### config.mk
export PLATFORM = sky130hd
export DESIGN_NAME = svfdc_lane
export DESIGN_NICKNAME = d
export VERILOG_FILES = /design/src/rtl/svfdc_pkg.sv /design/src/rtl/svfdc_lane.sv
export SDC_FILE = /design/constraint.sdc
export NUM_CORES = 2
export LEC_CHECK = 0
export BUFFER_PORTS_ARGS = -buffer_cell sky130_fd_sc_hd__buf_4
export CAP_MARGIN = 20
export CORE_UTILIZATION = 55
export CTS_CLUSTER_SIZE = 16
export DETAILED_ROUTE_END_ITERATION = 8
export HOLD_SLACK_MARGIN = 0.08
export PLACE_DENSITY = 0.77
export SETUP_SLACK_MARGIN = 0.02
export SLEW_MARGIN = 10
export SYNTH_ARGS = -nofsm -noshare
export SYNTH_HDL_FRONTEND = slang
export SYNTH_SLANG_ARGS = --single-unit
### constraint.sdc
create_clock -name clk -period 16.8 [get_ports clk]
set_clock_uncertainty 0.1 [all_clocks]
set_input_delay 3.36 -clock clk [delete_from_list [all_inputs] [get_ports clk]]
set_output_delay 3.36 -clock clk [all_outputs]
set_load 0.03 [all_outputs]
### src/rtl/svfdc_pkg.sv
`default_nettype none
// ----------------------------------------------------------------------------
// svfdc_pkg
// types, constants and saturation helpers for the state-variable dc blocker
// ----------------------------------------------------------------------------
package svfdc_pkg;

	localparam int SAMP_W       = 24;
	localparam int STATE_W      = 32;
	localparam int COEF_W       = 17;
	localparam int PROD_W       = 50;
	localparam int RND_W        = 34;
	localparam int SUM_W        = 35;
	localparam int OSUM_W       = 33;
	localparam int CFG_IDX_W    = 2;
	localparam int CHCNT_W      = 2;
	localparam int MAX_CHANNELS_DEF = 2;

	localparam logic [COEF_W-1:0]  COEF_LIMIT  = 17'd92682;
	localparam logic [COEF_W-1:0]  COEF_RESET  = 17'd51;
	localparam logic               ADD_RESET   = 1'b0;
	localparam logic [CHCNT_W-1:0] CHCNT_RESET = 2'd1;
	localparam logic [CHCNT_W-1:0] CHCNT_TWO   = 2'd2;

	typedef enum logic [CFG_IDX_W-1:0] {
		CFG_COEF  = 2'd0,
		CFG_ADD   = 2'd1,
		CFG_CHCNT = 2'd2
	} cfg_reg_t;

	typedef struct packed {
		logic signed [SAMP_W-1:0] in_left;
		logic signed [SAMP_W-1:0] in_right;
		logic signed [SAMP_W-1:0] prior_left;
		logic signed [SAMP_W-1:0] prior_right;
	} samp_t;

	typedef struct packed {
		logic signed [SAMP_W-1:0] out_left;
		logic signed [SAMP_W-1:0] out_right;
	} res_t;

	typedef struct packed {
		logic [COEF_W-1:0] coef;
		logic              add_mode;
	} lane_cfg_t;

	// round half up from q2.16 product to state scale
	function automatic logic signed [RND_W-1:0] coef_round(input logic signed [PROD_W-1:0] p);
		logic signed [PROD_W-1:0] t;
		t = p + 50'sd32768;
		return t[PROD_W-1:16];
	endfunction

	function automatic logic signed [STATE_W-1:0] sat32(input logic signed [SUM_W-1:0] v);
		logic signed [STATE_W-1:0] r;
		if (v > 35'sd2147483647) begin
			r = 32'sh7FFFFFFF;
		end else if (v < -35'sd2147483648) begin
			r = 32'sh80000000;
		end else begin
			r = v[STATE_W-1:0];
		end
		return r;
	endfunction

	function automatic logic signed [SAMP_W-1:0] sat24(input logic signed [OSUM_W-1:0] v);
		logic signed [SAMP_W-1:0] r;
		if (v > 33'sd8388607) begin
			r = 24'sh7FFFFF;
		end else if (v < -33'sd8388608) begin
			r = 24'sh800000;
		end else begin
			r = v[SAMP_W-1:0];
		end
		return r;
	endfunction

endpackage
`default_nettype wire

### src/rtl/svfdc_lane.sv
`default_nettype none
// ----------------------------------------------------------------------------
// svfdc_lane
// one channel of the filter: band/low state and a five-stage update chain
// ----------------------------------------------------------------------------
module svfdc_lane (
	input  wire logic                                clk,
	input  wire logic                                arst_n,
	input  wire logic                                start,
	input  wire svfdc_pkg::lane_cfg_t                cfg,
	input  wire logic signed [svfdc_pkg::SAMP_W-1:0] x,
	input  wire logic signed [svfdc_pkg::SAMP_W-1:0] prior,
	output      logic                                done,
	output      logic signed [svfdc_pkg::SAMP_W-1:0] y
);

	logic                                   v_s1, v_s2, v_s3, v_s4, v_s5;
	logic signed [svfdc_pkg::PROD_W-1:0]    prod_s1, prod_s4;
	logic signed [svfdc_pkg::SAMP_W-1:0]    x_s1, prior_s1;
	logic signed [svfdc_pkg::STATE_W-1:0]   low_s2, high_s3;
	logic signed [svfdc_pkg::STATE_W-1:0]   band_q, low_q;
	logic signed [svfdc_pkg::SAMP_W-1:0]    y_q;
	logic signed [svfdc_pkg::COEF_W:0]      coef_s;
	logic signed [svfdc_pkg::SUM_W-1:0]     low_sum, high_sum, band_sum;
	logic signed [svfdc_pkg::OSUM_W-1:0]    out_sum;

	assign coef_s = $signed({1'b0, cfg.coef});

	always_comb begin
		low_sum  = svfdc_pkg::SUM_W'(low_q) + svfdc_pkg::SUM_W'(svfdc_pkg::coef_round(prod_s1));
		high_sum = svfdc_pkg::SUM_W'(x_s1 >>> 1) - svfdc_pkg::SUM_W'(low_s2)
			- svfdc_pkg::SUM_W'(band_q);
		band_sum = svfdc_pkg::SUM_W'(band_q) + svfdc_pkg::SUM_W'(svfdc_pkg::coef_round(prod_s4));
		out_sum  = svfdc_pkg::OSUM_W'(high_s3)
			+ (cfg.add_mode ? svfdc_pkg::OSUM_W'(prior_s1) : 33'sd0);
	end

	always_ff @(posedge clk or negedge arst_n) begin
		if (!arst_n) begin
			v_s1   <= 1'b0;
			v_s2   <= 1'b0;
			v_s3   <= 1'b0;
			v_s4   <= 1'b0;
			v_s5   <= 1'b0;
			band_q <= '0;
			low_q  <= '0;
		end else begin
			v_s1 <= start;
			v_s2 <= v_s1;
			v_s3 <= v_s2;
			v_s4 <= v_s3;
			v_s5 <= v_s4;
			if (v_s4) begin
				band_q <= svfdc_pkg::sat32(band_sum);
				low_q  <= low_s2;
			end
		end
	end

	always_ff @(posedge clk) begin
		if (start) begin
			prod_s1  <= coef_s * band_q;
			x_s1     <= x;
			prior_s1 <= prior;
		end
		if (v_s1) begin
			low_s2 <= svfdc_pkg::sat32(low_sum);
		end
		if (v_s2) begin
			high_s3 <= svfdc_pkg::sat32(high_sum);
		end
		if (v_s3) begin
			prod_s4 <= coef_s * high_s3;
			y_q     <= svfdc_pkg::sat24(out_sum);
		end
	end

	assign done = v_s5;
	assign y    = y_q;

endmodule
`default_nettype wire

==> impl_metrics.env <==
export IMPL_status="complete, no violations"
export IMPL_io_buffer_count=92
export IMPL_synth_distinct_cells=83
export IMPL_dr_pass1_iters=6
export IMPL_placed_cells=7087
export IMPL_dieArea_um2=102000
export IMPL_post_cts_buffers=0
export IMPL_ff_latch_area_um2=7890
export IMPL_root_buffer="clkbuf_16"
export IMPL_synthCells=5886
export IMPL_postRouteWirelength_mm=138
export IMPL_synth_area_mux_share_pct=0.684
export IMPL_drv_cap=0
export IMPL_syn_area_um2=55400
export IMPL_synth_common_cells="inv_1 (1330), fa_1 (1073), and2_1 (697), nand2_1 (545), ha_1 (367)"
export IMPL_synthXorXnorAreaFrac_pct=3.87
export IMPL_stdcell_area_um2=58200
export IMPL_critical_path_endpoint_type="register"
export IMPL_avgSynthCellArea_um2=9.42
export IMPL_cts_buffers_inserted=30
export IMPL_cp_required_ps=17070
export IMPL_synth_area_leaders="fa_1 (39%), edfxtp_1 (11%), inv_1 (9.0%)"
export IMPL_instances_no_fill=7147
export IMPL_finalCriticalPeriod_ps=10850
export IMPL_synthSimpleGateAreaFrac_pct=15.0
export IMPL_die_y_um=319
export IMPL_yosysMostFrequentCell="inv_1"
export IMPL_core_um2=100000
export IMPL_start_util_pct=55.4
export IMPL_critical_path_class="input pin to register"
export IMPL_overflow=0
export IMPL_drtIter0Drc=2782
export IMPL_grt_pass1_vias=43665
export IMPL_crit_fanout=45
export IMPL_setup_viol=0
export IMPL_multi_input_area_um2=41700
export IMPL_synth_adder_area_share_pct=47.0
export IMPL_num_vias=40509
export IMPL_ant_nets=0
export IMPL_min_path_type="register to register"
export IMPL_yosys_area_top_type="fa_1"
export IMPL_synth_nets=7395
export IMPL_grt_use_total_pct=28.2
export IMPL_hold_violations=0
export IMPL_nets=7330
export IMPL_yosysWarningCount=0
export IMPL_post_drt_wl_per_cell_um=19.3
export IMPL_tightest_slew_ps=1250
export IMPL_gp_congestion=0.900
export IMPL_r2r_worst_path_cells=22
export IMPL_min_delay_path_depth=0
export IMPL_utilization_pct=58.2
export IMPL_synth_seq_cells=274
export IMPL_cts_resized=0
export IMPL_arrival_ps=11110
export IMPL_vias_per_cell=5.67
export IMPL_synth_edf_count=205
export IMPL_rsz0062_at_grt="no"
export IMPL_min_period_over_period_pct=64.6
export IMPL_num_rows=116
export IMPL_grt_max_degree=75
export IMPL_synth_top_family_by_area="adder cells"
export IMPL_fp_dieW_um=319
export IMPL_cts_tree="built"
export IMPL_synth_top_area_share_pct=38.7
export IMPL_setup_tns_ps=0
export IMPL_synthFlopType="edfxtp_1"
export IMPL_holdBufCountCts=0
export IMPL_dpl_instance_area_um2=57300
export IMPL_fillers=8379
export IMPL_layout_drive_gt1_share_pct=4.69
export IMPL_slew_viol_final=0
export IMPL_drc=0
export IMPL_cts_max_level=1
export IMPL_path_clk_slew_ps=70
export IMPL_hpwl_mm=104
export IMPL_grt_pass1_wl_mm=228
export IMPL_synth_compound_gate_area_share_pct=8.49
export IMPL_yosysSeqAreaShare_pct=14.2
export IMPL_slew_headroom_pct=17.0
export IMPL_syn_to_final_growth_pct=5.03
export IMPL_start_kind="input pin"
export IMPL_io_pins=94
export IMPL_async_reset_ff_share_pct=25.2
export IMPL_antenna_found_initial=1
export IMPL_ctsLongestPathBuffers=3
export IMPL_clk_latency_ps=590
export IMPL_clock_sinks=274
export IMPL_fmax_mhz=92.2
layer usage:
| metal | GRT usage (%) | vias up | routed length [um] |
|---|---|---|---|
| met4 | 14.2 | 0 | 8110 |
| met5 | 0 | - | 0 |
| met2 | 47.2 | 1512 | 66200 |
| met1 | 36.5 | 20692 | 54600 |
| met3 | 2.99 | 416 | 8850 |
| li1 | - | 17889 | - |
cell type report:
type | instances | area share (%)
multi-input combinational | 4040 | 71.5
sequential | 274 | 13.5
inverter | 1331 | 8.58
tap | 1298 | 2.79
timing repair buffer | 144 | 1.87
clock buffer | 38 | 1.39
clock inverter | 18 | 0.256
antenna | 4 | 0.0172
stage by stage:
stage          hold slack [ps]  setup slack (ps)
5_1_grt                    342              5640
3_5_place_dp               310              5290
3_3_place_gp               296              5520
6_report                   324              5950
2_1_floorplan              252              6680
4_1_cts                    325              5860
state kept, by name, summed over array words and instances, names as in the netlist:
name      count
band_q       32
done          1
high_s3      32
low_q        32
low_s2       32
prior_s1     24
prod_s1      35
prod_s4      35
v_s1          1
v_s2          1
v_s3          1
v_s4          1
x_s1         23
y            24
critical path, cell delays in order:
cell and delay (ps):
buf_4 280, buf_4 600, and2_1 240, fa_1 410, inv_1 90, fa_1 420, fa_1 520, inv_1 50
fa_1 490, fa_1 510, inv_1 60, fa_1 480, inv_1 40, ha_1 280, o21ai_0 80, o21bai_1 150
o211ai_1 280, nor4_2 540, nor3_1 160, o21ai_0 620, a21oi_1 210, o31ai_1 660, a21oi_1 180, xnor2_1 350
worst paths after layout:
check | startpoint | end | slack (ps)
min reg2reg | v_s2 | v_s3 | 320
max reg2reg | band_q[11] | prod_s1[48] | 8600
max | cfg[5] | prod_s1[48] | 5950
min in group asynchronous | arst_n | low_q[4] | 2830
min | v_s2 | v_s3 | 320
max in group asynchronous | arst_n | v_s1 | 13080
kinds of logic (layout without fill, tap and decap cells):
| family | after synthesis | count (layout) |
|---|---|---|
| and+or+nand+nor | 1614 | 1614 |
| buffers and inverters | 1572 | 1531 |
| adders and majority gates | 1440 | 1440 |
| AOI/OAI and AO/OA | 707 | 707 |
| DFF | 274 | 274 |
| xor gates and xnor gates | 245 | 245 |
| muxes | 34 | 34 |
| other | 0 | 4 |
cell usage in the layout (no fill, tap or decap), drive strengths merged, types with 29 or more instances in the layout:
cell type / n
a21o: 132
a21oi: 179
a31oi: 36
and2: 699
and3: 40
buf: 144
clkbuf: 38
dfrtp: 69
edfxtp: 205
fa: 1073
ha: 367
inv: 1332
mux2: 31
nand2: 545
nand3: 49
nor2: 137
nor3: 29
o21a: 33
o21ai: 129
xnor2: 159
xor2: 86
Power is left out: the tool's default activity adds up to more than one toggle a clock period on the data nets, which glitch-free logic cannot reach.
