==> src/rtl/svfdc_pkg.sv <==
`default_nettype none
// ----------------------------------------------------------------------------
// svfdc_pkg
// types, constants and saturation helpers for the state-variable dc blocker
// ----------------------------------------------------------------------------
package svfdc_pkg;

	localparam int SAMP_W       = 24;
	localparam int STATE_W      = 32;
	localparam int COEF_W       = 17;
	localparam int PROD_W       = 50;
	localparam int RND_W        = 34;
	localparam int SUM_W        = 35;
	localparam int OSUM_W       = 33;
	localparam int CFG_IDX_W    = 2;
	localparam int CHCNT_W      = 2;
	localparam int MAX_CHANNELS_DEF = 2;

	localparam logic [COEF_W-1:0]  COEF_LIMIT  = 17'd92682;
	localparam logic [COEF_W-1:0]  COEF_RESET  = 17'd51;
	localparam logic               ADD_RESET   = 1'b0;
	localparam logic [CHCNT_W-1:0] CHCNT_RESET = 2'd1;
	localparam logic [CHCNT_W-1:0] CHCNT_TWO   = 2'd2;

	typedef enum logic [CFG_IDX_W-1:0] {
		CFG_COEF  = 2'd0,
		CFG_ADD   = 2'd1,
		CFG_CHCNT = 2'd2
	} cfg_reg_t;

	typedef struct packed {
		logic signed [SAMP_W-1:0] in_left;
		logic signed [SAMP_W-1:0] in_right;
		logic signed [SAMP_W-1:0] prior_left;
		logic signed [SAMP_W-1:0] prior_right;
	} samp_t;

	typedef struct packed {
		logic signed [SAMP_W-1:0] out_left;
		logic signed [SAMP_W-1:0] out_right;
	} res_t;

	typedef struct packed {
		logic [COEF_W-1:0] coef;
		logic              add_mode;
	} lane_cfg_t;

	// round half up from q2.16 product to state scale
	function automatic logic signed [RND_W-1:0] coef_round(input logic signed [PROD_W-1:0] p);
		logic signed [PROD_W-1:0] t;
		t = p + 50'sd32768;
		return t[PROD_W-1:16];
	endfunction

	function automatic logic signed [STATE_W-1:0] sat32(input logic signed [SUM_W-1:0] v);
		logic signed [STATE_W-1:0] r;
		if (v > 35'sd2147483647) begin
			r = 32'sh7FFFFFFF;
		end else if (v < -35'sd2147483648) begin
			r = 32'sh80000000;
		end else begin
			r = v[STATE_W-1:0];
		end
		return r;
	endfunction

	function automatic logic signed [SAMP_W-1:0] sat24(input logic signed [OSUM_W-1:0] v);
		logic signed [SAMP_W-1:0] r;
		if (v > 33'sd8388607) begin
			r = 24'sh7FFFFF;
		end else if (v < -33'sd8388608) begin
			r = 24'sh800000;
		end else begin
			r = v[SAMP_W-1:0];
		end
		return r;
	endfunction

endpackage
`default_nettype wire

==> src/rtl/svfdc_merge.sv <==
`default_nettype none
// ----------------------------------------------------------------------------
// svfdc_merge
// gathers the lane results into one item and holds it in the output register
// ----------------------------------------------------------------------------
module svfdc_merge (
	input  wire logic                                clk,
	input  wire logic                                arst_n,
	input  wire logic                                lanes_done,
	input  wire logic signed [svfdc_pkg::SAMP_W-1:0] y_left,
	input  wire logic signed [svfdc_pkg::SAMP_W-1:0] y_right,
	input  wire logic                                res_stall,
	output      logic                                res_valid,
	output      svfdc_pkg::res_t                     res,
	output      logic                                retire
);

	logic            pend_q;
	logic            res_valid_q;
	svfdc_pkg::res_t res_q;
	logic            have;
	logic            load;

	assign have   = lanes_done || pend_q;
	assign load   = have && (!res_valid_q || !res_stall);
	assign retire = load;

	always_ff @(posedge clk or negedge arst_n) begin
		if (!arst_n) begin
			pend_q      <= 1'b0;
			res_valid_q <= 1'b0;
		end else begin
			pend_q <= have && !load;
			if (load) begin
				res_valid_q <= 1'b1;
			end else if (!res_stall) begin
				res_valid_q <= 1'b0;
			end
		end
	end

	always_ff @(posedge clk) begin
		if (load) begin
			res_q.out_left  <= y_left;
			res_q.out_right <= y_right;
		end
	end

	assign res_valid = res_valid_q;
	assign res       = res_q;

endmodule
`default_nettype wire

==> config.mk <==
export PLATFORM = sky130hd
export DESIGN_NAME = svfdc_merge
export DESIGN_NICKNAME = d
export VERILOG_FILES = /design/src/rtl/svfdc_pkg.sv /design/src/rtl/svfdc_merge.sv
export SDC_FILE = /design/constraint.sdc
export NUM_CORES = 1
export LEC_CHECK = 0
export ABC_CLOCK_PERIOD_IN_PS = 7700
export BUFFER_PORTS_ARGS = -buffer_cell sky130_fd_sc_hd__buf_2
export CORE_ASPECT_RATIO = 2
export CORE_UTILIZATION = 30
export CTS_CLUSTER_DIAMETER = 120
export DETAILED_ROUTE_END_ITERATION = 6
export PLACE_DENSITY_LB_ADDON = 0.05
export RECOVER_POWER = 50
export SYNTH_ARGS = -nofsm -noshare
export SYNTH_HDL_FRONTEND = slang
export SYNTH_SLANG_ARGS = --single-unit
==> constraint.sdc <==
create_clock -name clk -period 7.7 [get_ports clk]
set_input_delay 0 -clock clk [delete_from_list [all_inputs] [get_ports clk]]
set_output_delay 0 -clock clk [all_outputs]
set_load 0.01 [all_outputs]
==> summary.txt, run 1 <==
Status
  • Run status: finished, final reports clean

Synth
  • Async SR Flop Fraction: 4.000%
  • Top cells by area, synth: edfxtp_1, dfrtp_1, o211a_1
  • Post-synthesis register bit count: 50
  • Synthesis Warnings: 0
  • Synth top area share: 94.89%
  • Top_reg_cell synth: edfxtp_1
  • Sequential cell area fraction in the yosys report: 98.19%
  • Synth Area per Inst: 28.66 um2
  • Synthesized Nets: 105
  • Synth cell types: 5
  • Post-Syn Area: 1519 um2
  • Post-synth EDFFs: 48
  • List of most frequent post-synthesis cells: edfxtp_1, dfrtp_1, a211o_1, a2bb2oi_1, o211a_1
  • Mapped Cells: 53
  • Post-synth top area cell: edfxtp_1
  • Most frequent cell after synthesis: edfxtp_1

Clock tree
  • Clock root buffer: clkbuf_8
  • CTS sink cnt: 50
  • TritonCTS clock tree: done
  • # Post-CTS Setup Buffers: 0
  • Clock-pin slew on the worst setup and hold paths: 80 ps
  • H-tree depth: 2
  • Skew-Pair Late Insertion Delay: 290 ps
  • # resized after CTS: 0
  • Clock Tree Buf Depth: 2
  • Number of hold buffers added after cts: 52
  • TritonCTS Buffers: 5

Global route
  • Final global-route overflow total: 0
  • Largest net degree at the start of global routing: 30
  • Gr usage total: 13.17%
  • Vias in the first global route: 1137
  • Antenna violations before repair: 0
  • First-pass GRT wire length: 4.968 mm

Detailed routing
  • Routed wire length: 3.610 mm
  • First DRT Iteration DRCs: 20
  • Post-DRT Antenna Nets: 0
  • Vias: 1106
  • DRC violations left: 0
  • Via-per-instance ratio: 4.081
  • Routed length per instance: 13.32 um
  • First-pass DRT Iterations: 3

Floorplan
  • Die Span X: 52.32 um
  • Num rows: 36
  • Core box area: 4865 um2
  • Initial Util: 31.22%
  • DIE HEIGHT: 102.6 um
  • IO Count: 102
  • Die Area: 5369 um2

Worst setup path
  • Worst path required time: 7700 ps
  • R2r setup slk: 5930 ps
  • Data arrival, critical path: 1940 ps
  • CP Max Fanout: 29
  • R2r startpoint: res_valid
  • CP Class: reg -> out
  • Critical R2R Capture: res[24]
  • R2R cell count: 2
  • Worst setup EP type: output port
  • Worst Setup Start Kind: flop

Power and ir drop
  • Power, Total: 0.5395 mW
  • P_leak: 1.087 nW
  • Worst VDD drop: 0.1669 mV
  • P per Cell Area: 200.7 nW/um2

Timing
  • RSZ-0062 raised after global routing: no
  • Min Hold Slack: 22.84 ps
  • Achievable clock frequency: 0.5163 GHz
  • Worst slew margin: 55.65%
  • Fin. max-slew vios: 0
  • Final Skew: 3.921 ps
  • Least-Margin Pin Slew: 662.9 ps
  • Final setup fails: 0
  • Min Tclk post-route: 1937 ps
  • Final Hold Fails: 0
  • Period utilization: 25.16%
  • Setup TNS: 0 ps

Min path
  • Worst hold path type: in -> async

Final layout
  • Fin nets: 266
  • Share of cells above drive strength 1: 38.32%
  • Area Overhead vs Synth: 76.94%
  • N_diodes: 0
  • Fillcell total: 435

Placement
  • Port Buffers: 101
  • GPL Wtd Cong: 0.7443

Job
  • MaxCap Viol Count: 0
-- per-layer routing --
layer  wire length (um)  part of all wire, %  GRT usage [%]
met5                  0                    0              0
met4                 38                  1.1          4.858
met3                261                  7.2          3.982
met2               2124                   59          26.10
met1               1187                   33          11.52
-- kinds of logic after synthesis --
group / after synthesis / synth area share [%]
DFF: 50 / 98.19
AOI/OAI and AO/OA: 3 / 1.812
-- area by class of cell --
type                    instances  area (um2)  area share (%)
flip-flops and latches         50        1491           55.49
repair buffers                154       999.7           37.20
clock buffers                   6       72.57           2.700
well taps                      57       71.32           2.654
multi-input cells               3       45.04           1.676
clock inverters                 1       7.507          0.2793
-- per-stage QoR --
stage	std cells	instance area (um2)	setup slack, ps	util [%]
6_report	271	2688	5763	55.25
3_5_place_dp	212	2121	5900	43.60
5_1_grt	271	2688	5633	55.25
4_1_cts	271	2721	5723	55.94
3_3_place_gp	212	2121	5963	43.60
2_1_floorplan	53	1519	4116	-
-- worst max path at each step --
stage                   start      end  slack [ps]  depth (start not counted)
finish              res_valid   retire        5760                          3
global route        res_valid   retire        5630                          3
CTS                 res_valid   retire        5720                          3
detailed placement  res_valid  res[33]        5900                          2
global placement    res_valid  res[13]        5960                          2
floorplan           res_valid   res[0]        4120                          1
-- cell usage in the layout (no fill, tap or decap), drive strengths merged --
master,count
a211o,1
o211a,1
clkbuf,33
dfrtp,2
a2bb2oi,1
edfxtp,48
buf,75
dlygate4sd3,52
clkinvlp,1
-- power breakdown --
group	internal, mW	switching (mW)	total (mW)	leakage, nW
combinational	0.0382	0.0333	0.0715	0.565
sequential	0.322	0.00561	0.328	0.484
clock	0.0623	0.0781	0.140	0.0373
-- registers in the layout (all words and copies together) (netlist names) --
| signal | flops |
|---|---|
| res | 48 |
| res_valid | 1 |
| pend_q | 1 |
-- critical path: stages, from the launching register on --
cell and delay (ps):
dfrtp_1 430, a2bb2oi_4 550, buf_4 460, buf_2 200
(Power assumes the default switching activity.)
==> run 2, diff against run 1 <==
ABC_CLOCK_PERIOD_IN_PS = 2000   (was 7700)
clock period = 2 ns   (was 7.7 ns; I/O delays follow)
==> run 2 against run 1 <==
  * Hold slack gained 390 ps
  * Sequential power grew to 3.8 times the previous value
  * Total power grew to 3.8 times the previous value
  * Largest cell class unchanged
  * Combinational power grew to 3.9 times the previous value
  * Clock power grew to 3.8 times the previous value
  * Sequential cell count is the same
  * Largest power group unchanged
  * Sequential share of layout area shrank 0.38 points
  * Critical path depth shrank 1
  * Utilization grew 0.39 points
==> summary.txt, run 2 (same netlist as run 1, synthesis figures left out) <==
Status
  • Run status: finished, final reports clean

Placement
  • Port Buffers: 101 (unchanged)
  • DP Area: 2128 um2 (+0.35%)
  • GPL Wtd Cong: 0.6951 (-6.6%)

Power and ir drop
  • Pint: 1.630 mW (+290%)
  • Sw frac: 21.46% (-0.24 points)
  • Worst VDD drop: 0.6684 mV (+300%)
  • P per Cell Area: 766.9 nW/um2 (+280%)
  • NetSw: 0.4453 mW (+280%)
  • P_leak: 1.101 nW (+1.3%)
  • Logic gate share of total power: 13.4% (+0.2 points)
  • Clock power frac: 25.9% (about the same)
  • Sequential share of power: 60.7% (about the same)

Worst setup path
  • Worst setup EP type: flop
  • CP Max Fanout: 4 (-86%)
  • Critical R2R Capture: res_valid
  • CP Class: reg -> reg
  • Crit path largest cell delay: 550 ps (about the same)
  • R2R cell count: 2 (unchanged)
  • R2r setup slk: 580 ps (-5350 ps)
  • R2r startpoint: res_valid
  • Max stage delay cell, worst path: dlygate4sd3_1
  • Worst Setup Start Kind: flop
  • Cells along the critical path: a211o_1 > dlygate4sd3_1
  • Worst path required time: 2180 ps (-5520 ps)
  • Data arrival, critical path: 1600 ps (-340 ps)

Clock tree
  • Clock Tree Buf Depth: 2 (unchanged)
  • Clock-pin slew on the worst setup and hold paths: 90 ps (about the same)
  • # Post-CTS Setup Buffers: 0 (unchanged)
  • H-tree depth: 2 (unchanged)
  • TritonCTS Buffers: 5 (unchanged)
  • TritonCTS clock tree: done
  • Clock root buffer: clkbuf_8
  • # resized after CTS: 0 (unchanged)
  • Skew-Pair Late Insertion Delay: 290 ps (about the same)
  • Number of hold buffers added after cts: 53 (+1.9%)
  • CTS sink cnt: 50 (unchanged)

Detailed routing
  • Via-per-instance ratio: 4.044 (-0.92%)
  • Vias: 1108 (+0.18%)
  • Post-DRT Antenna Nets: 0 (unchanged)
  • First-pass DRT Iterations: 3 (unchanged)
  • Routed length per instance: 12.79 um (-4.0%)
  • Routed wire length: 3.505 mm (-2.9%)
  • First DRT Iteration DRCs: 7 (-65%)
  • DRC violations left: 0 (unchanged)

Min path
  • Hold Startpoint: y_right[1]
  • Hold Path Sink: res[1]
  • Hold depth: 2
  • Worst hold path type: in -> reg

Floorplan
  • IO Count: 102 (unchanged)
  • Num rows: 36 (unchanged)
  • Initial Util: 31.22% (unchanged)
  • Die Span X: 52.32 um (unchanged)
  • Core box area: 4865 um2 (unchanged)
  • DIE HEIGHT: 102.6 um (unchanged)
  • Die Area: 5369 um2 (unchanged)

Timing
  • Min Hold Slack: 409.3 ps (+386.4 ps)
  • Min Tclk post-route: 1424 ps
  • Final setup fails: 0 (unchanged)
  • Setup TNS: 0 ps (unchanged)
  • Worst slew margin: 79.81% (+24 points)
  • Fin. max-slew vios: 0 (unchanged)
  • Final Skew: 7.310 ps (+3.389 ps)
  • RSZ-0062 raised after global routing: no
  • Final Hold Fails: 0 (unchanged)
  • Period utilization: 71.20%
  • Least-Margin Pin Slew: 302.9 ps (-360.1 ps)
  • Achievable clock frequency: 0.7022 GHz

Final layout
  • Most common cell after layout, fill and taps aside: buf_2
  • Register Area: 1491 um2 (unchanged)
  • Area Overhead vs Synth: 78.17%
  • Most frequent cells in the layout: buf_2, dlygate4sd3_1, edfxtp_1
  • Multi-input gate area: 45.04 um2 (unchanged)
  • N_diodes: 0 (unchanged)
  • Util after Layout: 55.63% (+0.39 points)
  • Largest register FFs: 48 (unchanged)
  • Fillcell total: 433 (-0.46%)
  • Final Cell Area: 2706 um2 (+0.70%)
  • Fin nets: 268 (+0.75%)
  • Share of cells above drive strength 1: 38.25% (-0.069 points)

Global route
  • Final global-route overflow total: 0 (unchanged)
  • Vias in the first global route: 1097 (-3.5%)
  • First-pass GRT wire length: 4.919 mm (-0.99%)
  • Gr usage total: 12.91% (-0.26 points)
  • Antenna violations before repair: 0 (unchanged)
  • Largest net degree at the start of global routing: 26 (-13%)

Job
  • MaxCap Viol Count: 0 (unchanged)
==> run 2: cell types whose count changed in the layout (fill, tap and decap cells not counted), sizes merged <==
cell         before  now
clkinv            0    2
clkinvlp          1    0
buf              75   76
dlygate4sd3      52   53
==> run 2: area by class of cell <==
| class | instances | share of cell area (%) |
|---|---|---|
| flip-flops and latches | 50 | 55.11 |
| repair buffers | 156 | 37.59 |
| clock buffers | 6 | 2.681 |
| well taps | 57 | 2.635 |
| multi-input cells | 3 | 1.664 |
| clock inverters | 2 | 0.3236 |
==> run 2: power by group through the flow <==
stage	registers, mW	logic (mW)	clock network [mW]
floorplan	1.33	0.0348	0
global placement	1.28	0.206	0
detailed placement	1.28	0.211	0
CTS	1.26	0.292	0.563
global route	1.27	0.303	0.597
finish	1.26	0.279	0.537
==> run 2: worst max-delay path by stage <==
stage / slack [ps] / from / cells after the start / endpoint
floorplan: 290 / res_valid / 1 / res[0]
global placement: 780 / res_valid / 2 / res[14]
detailed placement: 760 / res_valid / 2 / res[14]
CTS: 560 / res_valid / 3 / retire
global route: 490 / res_valid / 3 / retire
finish: 580 / res_valid / 2 / res_valid
==> run 2: routing by layer <==
| metal | routed length, um | GRT usage [%] | vias up | share of wire [%] |
|---|---|---|---|---|
| met3 | 261 | 2.950 | 4 | 7.4 |
| met1 | 1178 | 11.67 | 498 | 34 |
| met2 | 2023 | 26.10 | 67 | 58 |
| met4 | 42 | 4.251 | 0 | 1.2 |
| met5 | 0 | 0 | - | 0 |
| li1 | - | - | 539 | - |
==> run 2: critical path, delay by kind of cell, from the launching register on <==
family	cells	cell delay, ps
AOI/OAI and AO/OA	1	310
buffers and inverters	1	550
DFF	1	450
==> run 2: metrics by stage <==
step	std cells	setup WS, ps	total power, mW
final	274	575.9	2.076
after global routing	274	488.0	2.168
after CTS	274	560.7	2.114
after detailed placement	213	756.6	1.494
after global placement	213	782.4	1.489
after floorplan	53	290.0	1.361
